$ cat src/rtl/core/fet_pkg.sv
package fet_pkg;

  // table geometry and block size; BLOCK_BYTES must be a power of two
  localparam int TABLE_ENTRIES   = 16;
  localparam int BLOCK_BYTES     = 4;
  localparam int NAME_BYTES      = 8;
  localparam int RESERVED_BLOCKS = 64;

  localparam int NAME_W  = 64;
  localparam int WORD_W  = 32;
  localparam int MODE_W  = 2;
  localparam int STAT_W  = 2;
  localparam int INDEX_W = 6;
  localparam int COUNT_W = 7;

  localparam int IDX_W   = (TABLE_ENTRIES > 1) ? $clog2(TABLE_ENTRIES) : 1;
  localparam int BLOCK_LOG = (BLOCK_BYTES > 1) ? $clog2(BLOCK_BYTES) : 0;

  localparam logic [WORD_W-1:0] BLOCK_MASK  = WORD_W'(BLOCK_BYTES - 1);
  localparam logic [WORD_W-1:0] RESET_BLOCKS = WORD_W'(RESERVED_BLOCKS);
  localparam logic [WORD_W-1:0] RESET_FREE  = WORD_W'(RESERVED_BLOCKS * BLOCK_BYTES);

  localparam logic [MODE_W-1:0] MODE_SEARCH = 2'd0;
  localparam logic [MODE_W-1:0] MODE_CREATE = 2'd1;
  localparam logic [MODE_W-1:0] MODE_DELETE = 2'd2;

  localparam logic [STAT_W-1:0] STAT_OK        = 2'd0;
  localparam logic [STAT_W-1:0] STAT_PRESENT   = 2'd1;
  localparam logic [STAT_W-1:0] STAT_FULL      = 2'd2;
  localparam logic [STAT_W-1:0] STAT_NOT_FOUND = 2'd3;

  typedef struct packed {
    logic [NAME_W-1:0] name;
    logic [WORD_W-1:0] size;
    logic [WORD_W-1:0] start;
    logic [WORD_W-1:0] blocks;
  } entry_t;

  typedef struct packed {
    logic match_en;
    logic commit;
    logic create_en;
    logic delete_en;
  } cell_ctl_t;

  // name ends at its first zero byte or after NAME_BYTES bytes
  function automatic logic [NAME_W-1:0] norm_name(input logic [NAME_W-1:0] key);
    logic [NAME_W-1:0] r;
    logic ended;
    r = '0;
    ended = 1'b0;
    for (int k = 0; k < NAME_BYTES; k++) begin
      if (key[8*k +: 8] == 8'd0) begin
        ended = 1'b1;
      end
      if (!ended) begin
        r[8*k +: 8] = key[8*k +: 8];
      end
    end
    return r;
  endfunction

  function automatic logic [WORD_W-1:0] round_block(input logic [WORD_W-1:0] v);
    logic [WORD_W-1:0] s;
    s = v + BLOCK_MASK;
    return s & ~BLOCK_MASK;
  endfunction

  function automatic logic [WORD_W-1:0] block_count(input logic [WORD_W-1:0] size);
    logic [WORD_W:0] s;
    s = {1'b0, size} + {1'b0, BLOCK_MASK};
    return WORD_W'(s >> BLOCK_LOG);
  endfunction

endpackage

$ cat src/rtl/core/fet_cell.sv
module fet_cell (
  input  logic                       clk,
  input  logic                       rst,
  input  fet_pkg::cell_ctl_t         ctl,
  input  logic [fet_pkg::NAME_W-1:0] key,
  input  fet_pkg::entry_t            wr_entry,
  input  fet_pkg::entry_t            upper_entry,
  input  logic                       is_last,
  input  logic                       above_in,
  input  logic                       free_in,
  input  logic                       reach_in,
  output logic                       above_out,
  output logic                       free_out,
  output logic                       reach_out,
  output fet_pkg::entry_t            entry,
  output logic                       hit,
  output logic                       first_free,
  output logic                       last_hit
);
  import fet_pkg::*;

  logic [NAME_W-1:0] slot_name;
  logic [WORD_W-1:0] slot_size;
  logic [WORD_W-1:0] slot_start;
  logic [WORD_W-1:0] slot_blocks;
  logic              match;
  logic              used;
  logic              reach_here;
  logic              do_write;
  logic              do_shift;
  logic              do_clear;
  entry_t            entry_next;

  assign entry = '{name: slot_name, size: slot_size, start: slot_start, blocks: slot_blocks};
  assign used  = (slot_start != '0);

  // highest match wins: the token runs down from the top cell
  assign above_out  = above_in | match;
  assign hit        = match & ~above_in;
  // lowest free slot wins: the token runs up from cell zero
  assign free_out   = free_in | ~used;
  assign first_free = ~used & ~free_in;
  // compaction front runs up from the deleted slot while slots are used
  assign reach_here = hit | reach_in;
  assign reach_out  = reach_here & used;
  assign last_hit   = hit & (is_last | (upper_entry.start == '0));

  always_comb begin
    do_write = ctl.commit & ctl.create_en & first_free;
    do_shift = ctl.commit & ctl.delete_en & reach_here & used & ~is_last;
    do_clear = ctl.commit & ctl.delete_en & reach_here & (~used | is_last);
    entry_next = entry;
    if (do_write) begin
      entry_next = wr_entry;
    end else if (do_shift) begin
      entry_next = upper_entry;
    end else if (do_clear) begin
      entry_next = '0;
    end
  end

  always_ff @(posedge clk) begin
    if (rst) begin
      slot_start <= '0;
    end else begin
      slot_start <= entry_next.start;
    end
  end

  always_ff @(posedge clk) begin
    slot_name   <= entry_next.name;
    slot_size   <= entry_next.size;
    slot_blocks <= entry_next.blocks;
    if (ctl.match_en) begin
      match <= used && (slot_name == key);
    end
  end

endmodule

$ cat config.mk
export PLATFORM = sky130hd
export DESIGN_NAME = fet_cell
export DESIGN_NICKNAME = d
export VERILOG_FILES = /design/src/rtl/core/fet_pkg.sv /design/src/rtl/core/fet_cell.sv
export SDC_FILE = /design/constraint.sdc
export NUM_CORES = 1
export LEC_CHECK = 0
export BUFFER_PORTS_ARGS = -buffer_cell sky130_fd_sc_hd__buf_2
export CAP_MARGIN = 20
export CORE_AREA = 5 5 218 220
export DETAILED_ROUTE_END_ITERATION = 8
export DIE_AREA = 0 0 223 225
export GPL_TIMING_DRIVEN = 1
export HOLD_SLACK_MARGIN = 0.1
export PLACE_DENSITY = 0.38
export SYNTH_ARGS = -nofsm -noshare
export SYNTH_HDL_FRONTEND = slang
export SYNTH_SLANG_ARGS = --single-unit
$ cat constraint.sdc
create_clock -name clk -period 4.4 [get_ports clk]
set_input_delay 0.44 -clock clk [delete_from_list [all_inputs] [get_ports clk]]
set_output_delay 0.44 -clock clk [all_outputs]
set_load 0.005 [all_outputs]
== Word level (Yosys, flattened, before mapping) ==
Index checks and enable logic that the tools add are counted.

* Flip-flop bits (word level): 161
* Memory bits (read-only): 0
* Memory bits (writable): 0
* Logic and storage cells: 33
* Latch bits: 0
* Memories kept: 0

* Add/subtract/negate cells: 0
* Bitwise operators: 20
* Order comparisons: 0
* Multiply operators: 0
* Eq/ne operators: 1
* Reductions and logical operators: 4
* Div/mod/pow operators: 0
* Muxes and demuxes: 3
* Shifts and indexed selects: 0

{| class="wikitable"
|+ Operators by type and width
! cell !! number
|-
| 160-bit two-way mux || 3
|-
| 64-bit == test || 1
|-
| 32-bit logical NOT || 1
|-
| 32-bit nonzero test || 1
|-
| 1-bit bitwise AND || 11
|-
| 1-bit OR || 5
|-
| 1-bit NOT || 4
|-
| 3-bit nonzero test || 1
|-
| 1-bit logical AND || 1
|}

== Longest topological paths before layout ==
* Depth after elaboration: 8
* Depth in mapped cells: 7
* Mapped depth without buffers: 5

== Worst setup path after synthesis ==
No wires, ideal clock.

* Kind: register to register
* From: register slot_start[29]
* To: register slot_blocks[0], enable pin
* Arrival: 4226 ps
* Stages on the path, launching flop included: 7
* Setup time: 492 ps
* Required time: 3908 ps
* Path buffers: 2
* Path slack: -318 ps
* Cell sequence: dfxtp_1 nor4_1 nand4_1 or3_1 clkbuf_1 clkbuf_1 nand2_1

* Cells in the longest elaborated chain, start to end: 5

{| class="wikitable"
|+ RTL lines
! what !! line !! RTL
|-
| start: declaration || fet_cell.sv:24 || <nowiki>logic [WORD_W-1:0] slot_start;</nowiki>
|-
| start signal: assignment || fet_cell.sv:66 || <nowiki>slot_start <= entry_next.start;</nowiki>
|-
| 32-bit nonzero test * || fet_cell.sv:35 || <nowiki>assign used = (slot_start != '0);</nowiki>
|-
| 1-bit NOT || fet_cell.sv:42, fet_cell.sv:51 ||
|-
| 1-bit bitwise AND or 1-bit OR (tied branches) || fet_cell.sv:42, fet_cell.sv:51 ||
|-
| 1-bit bitwise AND, on equally long branches || fet_cell.sv:49, fet_cell.sv:51 ||
|-
| 3-bit nonzero test (no line) * || - ||
|-
| end signal: assignment || fet_cell.sv:73 || <nowiki>slot_blocks <= entry_next.blocks;</nowiki>
|-
| end: declaration || fet_cell.sv:25 || <nowiki>logic [WORD_W-1:0] slot_blocks;</nowiki>
|}

Mark *: on every way between the ends. The rest lies on a longest branch, timed or not.
A chain may end at the register's enable or synchronous reset.

== Final worst setup path ==
* From: register slot_start[26]
* To: register slot_name[40], enable pin

* Cells in the longest elaborated chain, start to end: 5

{| class="wikitable"
|+ RTL lines
! what !! line !! RTL
|-
| 32-bit nonzero test * || fet_cell.sv:35 ||
|-
| 1-bit NOT || fet_cell.sv:42, fet_cell.sv:51 ||
|-
| 1-bit bitwise AND or 1-bit OR (tied branches) || fet_cell.sv:42, fet_cell.sv:51 ||
|-
| 1-bit bitwise AND, on equally long branches || fet_cell.sv:49, fet_cell.sv:51 ||
|-
| 3-bit nonzero test (no line) * || - ||
|-
| end signal: assignment || fet_cell.sv:71 || <nowiki>slot_name <= entry_next.name;</nowiki>
|-
| end: declaration || fet_cell.sv:22 || <nowiki>logic [NAME_W-1:0] slot_name;</nowiki>
|}

Marked as above.

==> flow_summary.toml <==
[outcome]
status = "finished, final reports clean"

[clocking]
cts-root-buf = "clkbuf_16"
clock_path_buffers = 2
hold_buffers = 0
clock_latency_ns = 0.47
cts_sinks = 161
cts_setup_buffers = 0
clk_pin_slew_ns = 0.06
cts-resized-gates = 0
cts_tree = "done"
cts_made_buffers = 17
cts_max_level = 4

[setup_path]
critPathKind = "reg2reg"
cp.arrival_ns = 3.12
cp.required_ns = 4.54
startpoint = "slot_start[26]$_SDFFE_PP0P_"
worstReg2RegStart = "slot_start[26]$_SDFFE_PP0P_"
start_kind = "register"
cpPeakStageDelay_ns = 0.56
slowest_stage = "or3_1"
path_cells = "nor4_1 -> nand4_1 -> or3_1 -> nand2_8 -> buf_12"
path_max_fanout = 65
end_kind = "register"

[floorplanning]
die_y_um = 225
num_rows = 78
ios = 560
die_x_um = 223
dieArea_um2 = 50180
start_util = 0.1627
core_area_um2 = 45090

[sta]
worstMarginPinSlew_ns = 0.8312
hold_violations = 0
fin_crit_sh = 0.6766
rsz0062_at_grt = "no"
setup_viol = 0
fin_crit_ns = 2.977
relSlewSlack = 0.4407
final.setup_skew_ns = 0.01288
layout_setup_ws_ns = 1.423
fmax_mhz = 335.9
maxSlewViolCount = 0
setup_tns_ns = 0

[synthesis]
yosysUniqueCellTypes = 24
postSynth.asyncResetShare = 0
synth-seq-cells = 161
yosys.area.top_type = "edfxtp_1"
syn_nets = 952
avgSynthCellArea_um2 = 13.15
syn_inst = 558
ys_seq_area_frac = 0.6153
synth_area_leaders = "edfxtp_1 53%, a22o_1 15%, dfxtp_1 8.7%"
synthesis.area_um2 = 7337
yosys_warnings = 0
netlist_top_cells_count = "129 x edfxtp_1, 128 x a22o_1, 48 x xnor2_1"
yosysTopAreaCellShare = 0.5280
synth-edff-count = 129
yosys_most_used_dff = "edfxtp_1"
synth.most_common_cell = "edfxtp_1"

[min_path]
worstHoldStart = "ctl[3]"
hold_path_class = "in2reg"

[global_routing]
grt_max_degree = 85
grt_pass1_vias = 7508
grtUsageTotal = 0.1396
antenna_found_initial = 16
grt_first_pass_wirelength_um = 50830
grt_overflow = 0

[power]
power.density_nw_per_um2 = 398.6
power_mw = 4.556
vdd_ir_drop_max_v = 0.0003083
leakagePower_nw = 4.918

[detailed_routing]
vias_per_cell = 4.211
dr_total_vias = 7235
dr.pass1.iters = 4
wl_met3_um = 3641
highest_layer = "met5"
first_iter_violations = 343
route.met2.wl_um = 17940
wl_met1_um = 14380
wire_per_inst_um = 21.43
drc = 0
postRouteWirelength_um = 36810
drtAntennaViolNets = 0

[placed_design]
gp_congestion = 0.9060
hpwl_um = 29630
io_buffer_count = 559
dp_slack_ns = 1.431

[layout]
fillCellCount = 4879
nets = 1493
area_growth_pct = 55.80
drive_above_1_share = 0.5405

[run]
drv_cap = 0
==> placed cells by master, fill, tap and decap left out, types with 4 or more instances in the layout <==
master / synthesis / final
xor2_1: 12 / 12
inv_1: 5 / 5
xnor2_1: 48 / 48
edfxtp_1: 129 / 129
nor3_1: 33 / 33
nand4_1: 17 / 17
a22o_1: 128 / 128
buf_2: 26 / 559
diode_2: 0 / 6
clkbuf_16: 0 / 17
nor4_1: 23 / 23
buf_4: 0 / 4
buf_12: 0 / 4
a221oi_1: 33 / 33
nor2_1: 37 / 37
dfxtp_1: 32 / 32
==> registers in the layout, summed over array words and instances, names as in the netlist <==
name and flops:
match 1, slot_blocks 32, slot_name 64, slot_size 32, slot_start 32
==> layer usage <==
metal | GRT usage | vias up
met2 | 0.2321 | 387
met4 | 0.05375 | 12
li1 | - | 3355
met5 | 0 | -
met3 | 0.05836 | 41
met1 | 0.1607 | 3440
==> cell families after synthesis <==
family                 after synthesis  synth area share
AO/OA/AOI/OAI                      168            0.2002
flip-flops                         161            0.6153
AND/OR/NAND/NOR                    119           0.08288
XOR/XNOR                            60           0.07162
buffers and inverters               50           0.03001
==> per-stage QoR <==
| stage | cells | area, µm² | utilization | hold WS, ns |
|---|---|---|---|---|
| floorplan | 558 | 7340 | - | 0.5193 |
| global route | 1715 | 11420 | 0.2534 | 0.1222 |
| CTS | 1712 | 11420 | 0.2532 | 0.1011 |
| detailed placement | 1680 | 10820 | 0.2401 | 0.6131 |
| global placement | 1680 | 10820 | 0.2401 | 0.6031 |
| finish | 1718 | 11430 | 0.2535 | 0.1605 |
==> report_power, final <==
group          total [mW]  switching [mW]  internal [mW]
Clock                1.56           0.662          0.893
Combinational        1.05           0.576          0.473
Sequential           1.95          0.0941           1.86
==> worst paths after layout <==
check,to,slack (ns),depth (start not counted)
hold / removal,match$_DFFE_PP_,0.16,1
hold reg to reg,slot_start[19]$_SDFFE_PP0P_,0.63,2
setup reg to reg,slot_name[40]$_DFFE_PP_,1.42,5
setup / recovery,slot_name[40]$_DFFE_PP_,1.42,5
==> worst max-delay path: cells and delay by family (launching register included) <==
family / cells / cell delay, ns
flip-flops: 1 / 0.33
buffers and inverters: 1 / 0.33
AND/OR/NAND/NOR: 4 / 1.84
==> area by class of cell <==
type / count / area [µm²] / area share
Clock buffer: 20 / 436.7 / 0.03820
Tap cell: 600 / 750.7 / 0.06567
Sequential cell: 161 / 4514 / 0.3949
Timing Repair Buffer: 567 / 2908 / 0.2544
Antenna cell: 6 / 15.01 / 0.001313
Clock inverter: 12 / 155.1 / 0.01357
Multi-Input combinational cell: 347 / 2633 / 0.2303
Inverter: 5 / 18.77 / 0.001642
Note: power is estimated with default switching activity, not from simulation.
